### src/hw/rtl/pdr_pkg.sv
// Package for the pin drive resolver: drive codes, result codes, resolution functions.
`timescale 1ns / 1ps
package pdr_pkg;

  localparam int LVL_W   = 17;
  localparam int QDEPTH  = 2;
  localparam int PTR_W   = (QDEPTH > 1) ? $clog2(QDEPTH) : 1;
  localparam int QCNT_W  = $clog2(QDEPTH + 1);

  localparam logic [LVL_W-1:0] LVL_ONE  = LVL_W'(65536);
  localparam logic [LVL_W-1:0] LVL_HALF = LVL_W'(32768);
  localparam logic [LVL_W-1:0] LVL_ZERO = '0;

  localparam logic [1:0] MODE_EXT    = 2'd0;
  localparam logic [1:0] MODE_INT    = 2'd1;
  localparam logic [1:0] MODE_ANALOG = 2'd2;

  localparam logic KIND_DIGITAL = 1'b0;
  localparam logic KIND_ANALOG  = 1'b1;

  typedef enum logic [2:0] {
    DRV_FLOAT = 3'd0,
    DRV_PUP   = 3'd1,
    DRV_PDN   = 3'd2,
    DRV_ANA   = 3'd3,
    DRV_HIGH  = 3'd4,
    DRV_LOW   = 3'd5,
    DRV_SHORT = 3'd6
  } drive_e;

  typedef enum logic [1:0] {
    DIG_HIGH  = 2'd0,
    DIG_LOW   = 2'd1,
    DIG_SHORT = 2'd2
  } dig_e;

  // One queue entry: result snapshot of one item plus whether it makes two results.
  typedef struct packed {
    logic             two;
    dig_e             dig;
    logic [LVL_W-1:0] lvl;
  } pdr_entry_t;

  function automatic drive_e pdr_norm(input logic [2:0] c);
    drive_e r;
    r = (c == 3'd7) ? DRV_SHORT : drive_e'(c);
    return r;
  endfunction

  function automatic drive_e pdr_combine(input drive_e in_st, input drive_e ex_st);
    drive_e r;
    case (in_st)
      DRV_FLOAT: r = ex_st;
      DRV_PUP: begin
        if (ex_st == DRV_FLOAT)    r = DRV_PUP;
        else if (ex_st == DRV_PDN) r = DRV_FLOAT;
        else                       r = ex_st;
      end
      DRV_PDN: begin
        if (ex_st == DRV_FLOAT)    r = DRV_PDN;
        else if (ex_st == DRV_PUP) r = DRV_FLOAT;
        else                       r = ex_st;
      end
      DRV_ANA:  r = (ex_st inside {[DRV_ANA:DRV_SHORT]}) ? DRV_SHORT : DRV_ANA;
      DRV_HIGH: r = (ex_st inside {DRV_ANA, DRV_LOW, DRV_SHORT}) ? DRV_SHORT : DRV_HIGH;
      DRV_LOW:  r = (ex_st inside {DRV_ANA, DRV_HIGH, DRV_SHORT}) ? DRV_SHORT : DRV_LOW;
      default:  r = DRV_SHORT;
    endcase
    return r;
  endfunction

  function automatic logic [LVL_W-1:0] pdr_level(input drive_e st,
                                                 input logic [LVL_W-1:0] stored);
    logic [LVL_W-1:0] r;
    case (st)
      DRV_PUP, DRV_HIGH: r = LVL_ONE;
      DRV_PDN, DRV_LOW:  r = LVL_ZERO;
      DRV_SHORT:         r = LVL_HALF;
      default:           r = stored;
    endcase
    return r;
  endfunction

  function automatic dig_e pdr_reading(input drive_e st, input logic [LVL_W-1:0] stored);
    dig_e r;
    case (st)
      DRV_PUP, DRV_HIGH: r = DIG_HIGH;
      DRV_PDN, DRV_LOW:  r = DIG_LOW;
      DRV_SHORT:         r = DIG_SHORT;
      default:           r = (stored > LVL_HALF) ? DIG_HIGH : DIG_LOW;
    endcase
    return r;
  endfunction

endpackage

### src/hw/rtl/pdr_front.sv
// Front end: accepts items, updates pin state, classifies the results to emit.
`timescale 1ns / 1ps
module pdr_front
  import pdr_pkg::*;
(
  input  logic                clk_i,
  input  logic                rst_ni,
  input  logic                accept_i,
  input  logic [1:0]          mode_i,
  input  logic [2:0]          state_code_i,
  input  logic signed [17:0]  analog_in_i,
  output logic                push_o,
  output pdr_entry_t          entry_o
);

  drive_e           ext_q, ext_d;
  drive_e           int_q, int_d;
  drive_e           res_q, res_d;
  logic [LVL_W-1:0] lvl_q, lvl_d;

  drive_e           code;
  dig_e             prev_rd, after;
  logic [LVL_W-1:0] clamped;
  logic [1:0]       n_res;

  always_comb begin
    code    = pdr_norm(state_code_i);
    prev_rd = pdr_reading(res_q, lvl_q);
    ext_d   = ext_q;
    int_d   = int_q;
    lvl_d   = lvl_q;
    n_res   = 2'd0;

    if (analog_in_i[17])                   clamped = LVL_ZERO;
    else if (analog_in_i[LVL_W-1:0] > LVL_ONE) clamped = LVL_ONE;
    else                                   clamped = analog_in_i[LVL_W-1:0];

    case (mode_i)
      MODE_EXT:    ext_d = code;
      MODE_INT:    int_d = code;
      MODE_ANALOG: if (ext_q == DRV_ANA) lvl_d = clamped;
      default: ;
    endcase

    res_d = (mode_i == MODE_EXT || mode_i == MODE_INT) ? pdr_combine(int_d, ext_d) : res_q;
    after = pdr_reading(res_d, lvl_d);

    if (mode_i == MODE_EXT || mode_i == MODE_INT) begin
      n_res = (after != prev_rd) ? 2'd2 : 2'd0;
    end else if (mode_i == MODE_ANALOG && ext_q == DRV_ANA) begin
      n_res = (after != prev_rd) ? 2'd2 : 2'd1;
    end

    entry_o.two = (n_res == 2'd2);
    entry_o.dig = after;
    entry_o.lvl = pdr_level(res_d, lvl_d);
    push_o      = accept_i && (n_res != 2'd0);
  end

  always_ff @(posedge clk_i or negedge rst_ni) begin
    if (!rst_ni) begin
      ext_q <= DRV_FLOAT;
      int_q <= DRV_FLOAT;
      res_q <= DRV_FLOAT;
      lvl_q <= LVL_ZERO;
    end else if (accept_i) begin
      ext_q <= ext_d;
      int_q <= int_d;
      res_q <= res_d;
      lvl_q <= lvl_d;
    end
  end

endmodule

### src/hw/rtl/pdr_queue.sv
// Short FIFO of result snapshots between front and back.
`timescale 1ns / 1ps
module pdr_queue
  import pdr_pkg::*;
(
  input  logic       clk_i,
  input  logic       rst_ni,
  input  logic       push_i,
  input  pdr_entry_t wdata_i,
  input  logic       pop_i,
  output pdr_entry_t rdata_o,
  output logic       full_o,
  output logic       empty_o
);

  pdr_entry_t        mem_q [QDEPTH];
  logic [PTR_W-1:0]  wr_q, rd_q;
  logic [QCNT_W-1:0] cnt_q;

  function automatic logic [PTR_W-1:0] inc(input logic [PTR_W-1:0] p);
    return (p == PTR_W'(QDEPTH - 1)) ? '0 : p + PTR_W'(1);
  endfunction

  assign full_o  = (cnt_q == QCNT_W'(QDEPTH));
  assign empty_o = (cnt_q == '0);
  assign rdata_o = mem_q[rd_q];

  always_ff @(posedge clk_i) begin
    if (push_i) mem_q[wr_q] <= wdata_i;
  end

  always_ff @(posedge clk_i or negedge rst_ni) begin
    if (!rst_ni) begin
      wr_q  <= '0;
      rd_q  <= '0;
      cnt_q <= '0;
    end else begin
      if (push_i) wr_q <= inc(wr_q);
      if (pop_i)  rd_q <= inc(rd_q);
      if (push_i && !pop_i)      cnt_q <= cnt_q + QCNT_W'(1);
      else if (pop_i && !push_i) cnt_q <= cnt_q - QCNT_W'(1);
    end
  end

endmodule

### src/hw/rtl/pdr_back.sv
// Back end: expands queue entries into one or two result items on the output register.
`timescale 1ns / 1ps
module pdr_back
  import pdr_pkg::*;
(
  input  logic             clk_i,
  input  logic             rst_ni,
  input  logic             empty_i,
  input  pdr_entry_t       entry_i,
  output logic             pop_o,
  output logic             out_valid_o,
  input  logic             out_ready_i,
  output logic             kind_o,
  output logic [1:0]       dig_o,
  output logic [LVL_W-1:0] lvl_o,
  output logic             last_o
);

  logic             vld_q, vld_d;
  logic             pend_q, pend_d;
  logic             kind_q, kind_d;
  logic             last_q, last_d;
  logic [1:0]       dig_q, dig_d;
  logic [LVL_W-1:0] lvl_q, lvl_d;
  logic             load;

  always_comb begin
    load   = !vld_q || out_ready_i;
    vld_d  = vld_q;
    pend_d = pend_q;
    kind_d = kind_q;
    last_d = last_q;
    dig_d  = dig_q;
    lvl_d  = lvl_q;
    pop_o  = 1'b0;
    if (load) begin
      if (pend_q) begin
        // second item of a pair: same snapshot, analog kind
        vld_d  = 1'b1;
        kind_d = KIND_ANALOG;
        last_d = 1'b1;
        pend_d = 1'b0;
      end else if (!empty_i) begin
        pop_o  = 1'b1;
        vld_d  = 1'b1;
        kind_d = entry_i.two ? KIND_DIGITAL : KIND_ANALOG;
        last_d = !entry_i.two;
        pend_d = entry_i.two;
        dig_d  = entry_i.dig;
        lvl_d  = entry_i.lvl;
      end else begin
        vld_d = 1'b0;
      end
    end
  end

  always_ff @(posedge clk_i or negedge rst_ni) begin
    if (!rst_ni) begin
      vld_q  <= 1'b0;
      pend_q <= 1'b0;
    end else begin
      vld_q  <= vld_d;
      pend_q <= pend_d;
    end
  end

  always_ff @(posedge clk_i) begin
    kind_q <= kind_d;
    last_q <= last_d;
    dig_q  <= dig_d;
    lvl_q  <= lvl_d;
  end

  assign out_valid_o = vld_q;
  assign kind_o      = kind_q;
  assign last_o      = last_q;
  assign dig_o       = dig_q;
  assign lvl_o       = lvl_q;

endmodule

### src/hw/rtl/pin_drive_resolver.sv
// Top level of the pin drive resolver: front end, result queue, back end.
// Results pass from the front through the result queue into the output register.
// Throughput: one input item per cycle while the two-entry result queue has room;
//   results leave at one per cycle from the output register while out_ready_i is
//   high, and an item making two results uses it twice; items making none skip it.
// Reset: both drive states and the resolved state are floating, level is zero,
//   queue and output register are empty.
`timescale 1ns / 1ps
module pin_drive_resolver
  import pdr_pkg::*;
(
  input  logic               clk_i,
  input  logic               rst_ni,
  input  logic               in_valid_i,
  output logic               in_ready_o,
  input  logic [1:0]         mode_i,
  input  logic [2:0]         state_code_i,
  input  logic signed [17:0] analog_in_i,
  output logic               out_valid_o,
  input  logic               out_ready_i,
  output logic               signal_kind_o,
  output logic [1:0]         digital_level_o,
  output logic [16:0]        analog_out_o,
  output logic               last_o
);

  // Front accepts whenever the queue can take a snapshot; items that make no
  // result never touch the queue, but we keep the rule simple and uniform.
  logic       accept;
  logic       push, pop, full, empty;
  pdr_entry_t wr_entry, rd_entry;

  assign in_ready_o = !full;
  assign accept     = in_valid_i && in_ready_o;

  pdr_front u_front (
    .clk_i        (clk_i),
    .rst_ni       (rst_ni),
    .accept_i     (accept),
    .mode_i       (mode_i),
    .state_code_i (state_code_i),
    .analog_in_i  (analog_in_i),
    .push_o       (push),
    .entry_o      (wr_entry)
  );

  // Each entry is the post-update snapshot; both results of a pair share it.
  pdr_queue u_queue (
    .clk_i   (clk_i),
    .rst_ni  (rst_ni),
    .push_i  (push),
    .wdata_i (wr_entry),
    .pop_i   (pop),
    .rdata_o (rd_entry),
    .full_o  (full),
    .empty_o (empty)
  );

  pdr_back u_back (
    .clk_i       (clk_i),
    .rst_ni      (rst_ni),
    .empty_i     (empty),
    .entry_i     (rd_entry),
    .pop_o       (pop),
    .out_valid_o (out_valid_o),
    .out_ready_i (out_ready_i),
    .kind_o      (signal_kind_o),
    .dig_o       (digital_level_o),
    .lvl_o       (analog_out_o),
    .last_o      (last_o)
  );

endmodule
### config.mk
export PLATFORM = sky130hd
export DESIGN_NAME = pin_drive_resolver
export DESIGN_NICKNAME = d
export VERILOG_FILES = /design/src/hw/rtl/pdr_pkg.sv /design/src/hw/rtl/pdr_front.sv /design/src/hw/rtl/pdr_queue.sv /design/src/hw/rtl/pdr_back.sv /design/src/hw/rtl/pin_drive_resolver.sv
export SDC_FILE = /design/constraint.sdc
export NUM_CORES = 1
export LEC_CHECK = 0
export ABC_AREA = 1
export BUFFER_PORTS_ARGS = -buffer_cell sky130_fd_sc_hd__buf_2
export CAP_MARGIN = 40
export CORE_MARGIN = 1.5
export CORE_UTILIZATION = 52
export DETAILED_ROUTE_END_ITERATION = 10
export GPL_ROUTABILITY_DRIVEN = 0
export MAX_ROUTING_LAYER = met4
export PLACE_DENSITY = 0.78
export REMOVE_ABC_BUFFERS = 1
export SLEW_MARGIN = 10
export SYNTH_ARGS = -nofsm -noshare
export SYNTH_HDL_FRONTEND = slang
export SYNTH_SLANG_ARGS = --single-unit
### constraint.sdc
create_clock -name clk_i -period 3.3 [get_ports clk_i]
set_input_delay 0.66 -clock clk_i [delete_from_list [all_inputs] [get_ports clk_i]]
set_output_delay 0.66 -clock clk_i [all_outputs]
set_load 0.1 [all_outputs]
==> results.toml, run 1 <==
[floorplan]
ios = 50
die_height_um = 95.9
die_width_um = 95.9
core_um2 = 8300
rows = 33
die_area_um2 = 9190
initial_utilization = 0.540

[yosys]
async_reset_ff_frac = 0.348
synthFlopType = "edfxtp_1"
yosysUniqueCellTypes = 33
ys_seq_area_frac = 0.581
ys_ff_latch = 92
yosysWarningCount = 0
netlist_instances = 499
synth_area_um2 = 4480
avgSynthCellArea_um2 = 8.98
synth_edf_count = 60

[setup_path]
r2r_cells = 21
slowest_delay_ns = 0.31
crit_type = "input pin to register"
regToRegSetupSlack_ns = 0.34
r2r-end = "u_queue.cnt_q[1]$_DFFE_PN0P_"
critPathSlowestCell = "ha_1"
rr_startpoint = "u_front.ext_q[1]$_DFFE_PN0P_"
cp.depth = 22
critPathRequiredTime_ns = 3.55
cp_num_buf_inv = 3
path_max_fanout = 8
crit_path_end_kind = "register"
cp_top_family = "simple AND/OR/NAND/NOR gates"
cp.arrival_ns = 3.27
cp_common_cell = "nand2_2"
cp-start-kind = "input pin"
crit_path_cell_trace = "buf_2 -> inv_1 -> nor2_2 -> nand2_1 -> o21ai_2 -> nor2_2 -> nor2_1 -> nand3_1 -> nor2_1 -> nand2_2 -> nand2_4 -> nand3_2 -> nand2_2 -> nand2_2 -> nand3_1 -> nand4_1 -> nand2_1 -> inv_1 -> ha_1 -> a21oi_1 -> o21ai_0 -> xnor2_1"

[grt]
grt-ovfl-total = 0
grt_pass1_vias = 3165
gr-usage-all-layers = 0.212
grt_pass1_wl_um = 14200
antenna_found_initial = 0
grt_max_degree = 33

[detailed_routing]
post-route-drc-count = 0
ant_nets = 0
wire_per_inst_um = 12.9
drt-initial-drc-count = 159
via_per_inst = 5.25
finalWirelength_um = 8640
dr.pass1.iters = 5
detailroute.via_count = 3510

[cells_and_area]
regArea_um2 = 2600
multi_input_area_um2 = 1680
fillers = 668
layout-drive-gt1-share = 0.202
finalInstanceArea_um2 = 5160
area_growth_pct = 15.2
fin_util = 0.622
antenna_cells = 0
final_nets = 586

[clock_network]
hold_buffers = 0
cts.path.max_buffers = 2
cts-resized-gates = 0
numCtsBuffers = 9
cts_root_buffer = "clkbuf_8"
clkTransAtPathRegs_ns = 0.10
postCtsSetupRepairBufs = 0
cts_tree = "done"
clkSinkCount = 92
htree_levels = 3
insertion_delay_ns = 0.37

[run_status]
status = "finished, final reports clean"

[sta]
fmax_mhz = 332
rsz0062_at_grt = "no"
period_share = 0.914
finalCriticalPeriod_ns = 3.01
report.final.slew_viol_count = 0
relSlewSlack = 0.476
finalSetupViolations = 0
tightest_slew_ns = 0.786
skew_ns = 0.0132
hold_viol_final = 0

[pwr]
leakagePower_uw = 0.00223
power.density_nw_per_um2 = 1020
ir_worst_vdd_mv = 0.448
p_total_uw = 5250

[placed_design]
dpl.hpwl_um = 6310
postPlaceCellArea_um2 = 4940
io_buffers = 49

[worst_hold_path]
min_path_type = "input pin to async pin"

[flow_run]
maxCapViolCount = 0
per-layer routing:
layer | track usage | wire length, um | part of all wire | up-vias
met5 | - | 0 | 0 | -
met4 | 0.0699 | 122 | 0.014 | 0
met3 | 0.0506 | 530 | 0.061 | 12
met2 | 0.335 | 4050 | 0.47 | 116
met1 | 0.271 | 3940 | 0.46 | 1603
li1 | - | - | - | 1779
worst max-delay path by stage:
stage	from	endpoint	slack (ns)
2_1_floorplan	mode_i[1]	u_queue.mem_q[1][0]$_DFFE_PP_	-0.18
3_3_place_gp	mode_i[1]	u_queue.cnt_q[1]$_DFFE_PN0P_	0.04
3_5_place_dp	mode_i[1]	u_queue.cnt_q[1]$_DFFE_PN0P_	-0.14
4_1_cts	mode_i[1]	u_queue.cnt_q[1]$_DFFE_PN0P_	0.24
5_1_grt	mode_i[0]	u_queue.cnt_q[1]$_DFFE_PN0P_	0.01
6_report	mode_i[0]	u_queue.cnt_q[1]$_DFFE_PN0P_	0.29
power breakdown:
group / leakage, uW / switching, uW / internal [uW]
Combinational: 0.00120 / 1900 / 571
Sequential: 0.000929 / 219 / 1760
Clock: 0.000104 / 435 / 372
synth_stat cells, drive strengths merged (5+ instances only):
master / instances / area share
a31oi: 13 / 0.018
clkbuf: 8 / 0.0067
nand2: 178 / 0.16
nand3: 26 / 0.037
inv: 38 / 0.032
buf: 5 / 0.0081
nor2: 58 / 0.056
dfrtp: 32 / 0.18
edfxtp: 60 / 0.40
a21oi: 21 / 0.023
nor3: 7 / 0.0078
o21ai: 34 / 0.042
flip-flops by register name (all words and copies together), names as in the netlist, 2 cells and up:
signal	count
u_front.int_q	3
u_front.lvl_q	17
u_back.dig_o	2
u_queue.mem_q	40
u_back.lvl_o	17
u_front.ext_q	3
u_queue.cnt_q	2
u_front.res_q	3
per-stage QoR:
stage | setup slack, ns | setup TNS, ns | std cells | hold WS, ns
floorplan | -0.177 | -3.64 | 486 | 0.364
global placement | 0.0407 | 0 | 652 | 0.455
detailed placement | -0.145 | -0.145 | 652 | 0.463
CTS | 0.243 | 0 | 668 | 0.372
global route | 0.00978 | 0 | 668 | 0.399
finish | 0.285 | 0 | 668 | 0.357
cells in the final DEF, fill, tap and decap left out, drive strengths merged:
| cell type | n |
|---|---|
| nor4 | 3 |
| nor3 | 7 |
| clkinvlp | 2 |
| o21ai | 34 |
| dfrtp | 32 |
| clkinv | 3 |
| a31oi | 13 |
| inv | 41 |
| edfxtp | 60 |
| o211ai | 1 |
| a21oi | 21 |
| xnor2 | 2 |
| or2 | 1 |
| nand3 | 26 |
| nor2 | 58 |
| xor2 | 2 |
| nand4 | 4 |
| buf | 61 |
| mux2i | 1 |
| clkbuf | 9 |
| ha | 1 |
| o22ai | 2 |
| bufinv | 1 |
| nand2 | 178 |
logic make-up after synthesis:
kind of cell / after synthesis / synth area share
xor gates and xnor gates: 4 / 0.00949
DFF: 92 / 0.581
adders and majority gates: 1 / 0.00279
AOI/OAI and AO/OA: 71 / 0.0882
muxes: 1 / 0.00223
buffers and inverters: 53 / 0.0483
and+or+nand+nor: 277 / 0.268
final cells by class:
type | instances | share of cell area
inverters | 40 | 0.0291
clock buffers | 9 | 0.0240
clock inverters | 7 | 0.0184
repair buffers | 61 | 0.0746
flip-flops and latches | 92 | 0.504
well taps | 105 | 0.0254
multi-input cells | 354 | 0.325
No activity file was read; power rests on OpenSTA's default activity.
==> run 2: changes to the inputs <==
- PLACE_DENSITY: 0.78 -> 0.81
==> results.toml, run 2 (same netlist as run 1, synthesis figures left out) <==
[floorplan]
core_um2 = 8300
initial_utilization = 0.540
rows = 33
die_height_um = 95.9
die_width_um = 95.9
die_area_um2 = 9190
ios = 50

[setup_path]
crit_path_cell_trace = "buf_2 -> inv_2 -> nand2_2 -> o21ai_2 -> nand2_1 -> nor3_1 -> nor2_1 -> a21oi_1 -> nand2_1 -> nand2_2 -> nand2_2 -> nand3_1 -> nand4_1 -> nand2_1 -> inv_1 -> ha_1 -> a21oi_1 -> o21ai_0 -> xnor2_1"
crit_path_end_kind = "register"
r2r-end = "u_queue.cnt_q[1]$_DFFE_PN0P_"
cp.arrival_ns = 3.30
path_max_fanout = 8
cp_top_family = "simple AND/OR/NAND/NOR gates"
r2r_cells = 21
rr_startpoint = "u_front.ext_q[1]$_DFFE_PN0P_"
crit_type = "input pin to register"
slowest_delay_ns = 0.32
critPathSlowestCell = "ha_1"
cp-start-kind = "input pin"
regToRegSetupSlack_ns = 0.31
critPathRequiredTime_ns = 3.55
cp_num_buf_inv = 3

[clock_network]
cts.path.max_buffers = 2
cts-resized-gates = 0
postCtsSetupRepairBufs = 0
insertion_delay_ns = 0.37
htree_levels = 3
hold_buffers = 0
clkSinkCount = 92
cts_tree = "done"
clkTransAtPathRegs_ns = 0.10
numCtsBuffers = 9
cts_root_buffer = "clkbuf_8"

[worst_hold_path]
min_path_type = "input pin to async pin"

[cells_and_area]
fin_util = 0.624
instances_no_fill = 670
largest-register = "u_queue.mem_q"
largest_register_ffs = 40
layout-drive-gt1-share = 0.205
layout_common_cells = "nand2_1 (167), edfxtp_1 (60), nor2_1 (49), buf_2 (49), inv_1 (36)"
area_growth_pct = 15.5
final_nets = 588
antenna_cells = 0
final_common_cell = "nand2_1"

[grt]
grt_pass1_vias = 3228
grt_max_degree = 33
grt_pass1_wl_um = 14500
gr-usage-all-layers = 0.214
grt-ovfl-total = 0
antenna_found_initial = 0

[detailed_routing]
detailroute.via_count = 3541
post-route-drc-count = 0
wire_per_inst_um = 13.3
ant_nets = 0
drt-initial-drc-count = 304
finalWirelength_um = 8910
dr.pass1.iters = 5
via_per_inst = 5.29

[pwr]
ir_worst_vdd_mv = 0.430
p_total_uw = 5240
leakagePower_uw = 0.00224
power.density_nw_per_um2 = 1010

[sta]
report.final.slew_viol_count = 0
period_share = 0.925
finalSetupViolations = 0
fin_ws_ns = 0.249
rsz0062_at_grt = "no"
hold_viol_final = 0
finalCriticalPeriod_ns = 3.05
whs_ns = 0.352
tightest_slew_ns = 0.771
skew_ns = 0.0110
fmax_mhz = 328
relSlewSlack = 0.486

[placed_design]
pre_cts_slack_ns = -0.137
placed_cells = 654
dpl.hpwl_um = 6390
io_buffers = 49

[flow_run]
maxCapViolCount = 0

[run_status]
status = "finished, final reports clean"
-- run 2: stage by stage --
stage	setup TNS, ns	instance area (um2)
after floorplan	-3.64	4420
after global placement	0	4950
after detailed placement	-0.137	4950
after CTS	0	5160
after global routing	0	5180
final	0	5180
-- run 2: worst max path at each step --
stage / start / endpoint / slack, ns / cells past startpoint
global placement: mode_i[1] / u_queue.cnt_q[1]$_DFFE_PN0P_ / 0.05 / 23
detailed placement: mode_i[0] / u_queue.cnt_q[1]$_DFFE_PN0P_ / -0.14 / 23
global route: mode_i[1] / u_queue.cnt_q[1]$_DFFE_PN0P_ / 0.01 / 19
CTS: mode_i[0] / u_queue.cnt_q[1]$_DFFE_PN0P_ / 0.24 / 23
floorplan: mode_i[1] / u_queue.mem_q[1][0]$_DFFE_PP_ / -0.18 / 18
finish: mode_i[1] / u_queue.cnt_q[1]$_DFFE_PN0P_ / 0.25 / 19
-- run 2: power by group --
group	switching [uW]	leakage, uW	internal, uW
sequential	221	0.000929	1760
clock	455	0.0000994	301
combinational	1910	0.00121	586
-- run 2: final cells by class --
type | instances | area (um2)
fillers | 666 | 3120
repair buffers | 63 | 400
clock buffers | 9 | 124
flip-flops and latches | 92 | 2600
clock inverters | 7 | 80.1
well taps | 105 | 131
multi-input cells | 354 | 1690
inverters | 40 | 150
-- run 2: worst reg2reg max path: cells and delay by family (launching register included) --
kind                     cells  cell delay, ns
buffers and inverters        3            0.31
flip-flops                   1            0.42
AO/OA/AOI/OAI                2            0.24
AND/OR/NAND/NOR             14            1.43
XOR/XNOR                     1            0.16
adder cells (fa/ha/maj)      1            0.32
-- run 2: per-layer routing --
layer,wire length [um],vias to the layer above,track usage
met2,4430,112,0.364
met4,169,0,0.0772
met1,3750,1627,0.262
li1,-,1783,-
met3,550,19,0.0284
met5,0,-,-
==> run 3: changes to the inputs <==
- CORE_UTILIZATION: 52 -> 30
- PLACE_DENSITY: 0.81 -> 0.55
==> results.toml, run 3 (same netlist as run 1, synthesis figures left out) <==
[run_status]
status = "finished, final reports clean"

[floorplan]
die_height_um = 125
rows = 44
die_area_um2 = 15700
initial_utilization = 0.307
core_um2 = 14600
ios = 50
die_width_um = 125

[setup_path]
cp-start-kind = "input pin"
r2r-end = "u_queue.cnt_q[1]$_DFFE_PN0P_"
r2r_cells = 21
path_max_fanout = 8
regToRegSetupSlack_ns = 0.38
crit_type = "input pin to register"
cp.arrival_ns = 3.20
rr_startpoint = "u_front.ext_q[0]$_DFFE_PN0P_"
crit_end = "u_queue.cnt_q[1]$_DFFE_PN0P_"
worstSetupStartpoint = "mode_i[0]"
crit_path_end_kind = "register"
critPathRequiredTime_ns = 3.52

[detailed_routing]
via_per_inst = 4.63
wire_per_inst_um = 13.0
post-route-drc-count = 0
ant_nets = 0
dr.pass1.iters = 4
detailroute.via_count = 3530
drt-initial-drc-count = 292
finalWirelength_um = 9870

[grt]
antenna_found_initial = 0
grt-ovfl-total = 0
grt_pass1_vias = 3320
gr-usage-all-layers = 0.132
grt_pass1_wl_um = 16200
grt_max_degree = 33

[clock_network]
cts.path.max_buffers = 2
insertion_delay_ns = 0.34
htree_levels = 3
postCtsSetupRepairBufs = 0
cts_root_buffer = "clkbuf_16"
clkTransAtPathRegs_ns = 0.07
numCtsBuffers = 9
clkSinkCount = 92
cts_tree = "done"

[pwr]
clkPwrFrac = 0.182
swShare = 0.463
leakagePower_uw = 0.00234
ir_worst_vdd_mv = 0.365
p_total_uw = 5590
p_sw_uw = 2590
power.density_nw_per_um2 = 1030
cellInternalPower_uw = 3000
combinationalPowerShare = 0.470
seqPwrFrac = 0.348

[sta]
skew_ns = 0.00925
tightest_slew_ns = 0.803
whs_ns = 0.406
fmax_mhz = 335
period_share = 0.905
fin_setup_tns_ns = 0
hold_viol_final = 0
finalSetupViolations = 0
rsz0062_at_grt = "no"
report.final.slew_viol_count = 0
finalCriticalPeriod_ns = 2.99
relSlewSlack = 0.465

[cells_and_area]
layout_common_cells = "nand2_1 (168), edfxtp_1 (60), nor2_1 (49), buf_2 (49), inv_1 (36)"
final_nets = 601
fin_util = 0.373
instances_no_fill = 762
antenna_cells = 0
final_common_cell = "nand2_1"
layout-drive-gt1-share = 0.216
area_growth_pct = 21.2
largest_register_ffs = 40
fillers = 1432
largest-register = "u_queue.mem_q"

[placed_design]
placed_cells = 746
io_buffers = 49
dpl.hpwl_um = 7260

[flow_run]
maxCapViolCount = 0

[worst_hold_path]
min_path_type = "input pin to async pin"
## run 3: critical path, cell delays in order
cell and delay (ns):
buf_2 0.15, inv_1 0.08, nor2_2 0.18, nand2_1 0.09, o21ai_2 0.16, nor2_2 0.09
nor2_1 0.09, nand3_1 0.07, nor2_1 0.20, nand2_2 0.09, nand2_4 0.11, nand3_2 0.08
nand2_2 0.08, nand2_2 0.07, nand3_1 0.09, nand4_1 0.12, nand2_1 0.10, inv_1 0.05
ha_1 0.30, a21oi_1 0.10, o21ai_0 0.11, xnor2_1 0.14
## run 3: worst min path at each step
stage / start / to / slack, ns
3_3_place_gp: u_queue.wr_q$_DFFE_PN0P_ / u_queue.wr_q$_DFFE_PN0P_ / 0.45
4_1_cts: rst_ni / u_front.int_q[1]$_DFFE_PN0P_ / 0.43
2_1_floorplan: rst_ni / u_back.out_valid_o$_DFFE_PN0P_ / 0.36
5_1_grt: rst_ni / u_front.int_q[1]$_DFFE_PN0P_ / 0.46
3_5_place_dp: u_queue.wr_q$_DFFE_PN0P_ / u_queue.wr_q$_DFFE_PN0P_ / 0.48
6_report: rst_ni / u_front.int_q[2]$_DFFE_PN0P_ / 0.41
## run 3: through the flow
step           area (um2)  setup slack [ns]
5_1_grt              5440           0.00479
3_5_place_dp         5140           -0.0696
3_3_place_gp         5140            0.0308
6_report             5440             0.314
2_1_floorplan        4420            -0.177
4_1_cts              5430             0.281
## run 3: power groups by stage
stage	Sequential (uW)	Combinational, uW	Clock, uW
after floorplan	2800	1120	0
after global routing	1990	2870	1090
after detailed placement	1970	2640	0
after CTS	1950	2650	1050
final	1950	2630	1020
after global placement	1960	2580	0
## run 3: repair_timing
| action | in CTS | in global routing |
|---|---|---|
| resized for setup | 0 | 1 |
| endpoints found under the hold margin | 0 | 0 |
| setup endpoints to repair | 0 | 1 |
| hold buffers | 0 | 0 |
## run 3: cell type report
cell class              instances  area [um2]  share of cell area
flip-flops and latches         92        2600               0.479
multi-input cells             354        1670               0.308
repair buffers                 76         485              0.0893
well taps                     184         230              0.0424
clock buffers                  10         229              0.0421
inverters                      40         150              0.0276
clock inverters                 6        63.8              0.0117
## run 3: metal layers
| metal | GRT usage | wire length, um | share of wire | vias up |
|---|---|---|---|---|
| met1 | 0.171 | 4760 | 0.48 | 1637 |
| met5 | - | 0 | 0 | - |
| li1 | - | - | - | 1806 |
| met3 | 0.0240 | 347 | 0.035 | 13 |
| met2 | 0.206 | 4590 | 0.46 | 74 |
| met4 | 0.0535 | 180 | 0.018 | 0 |
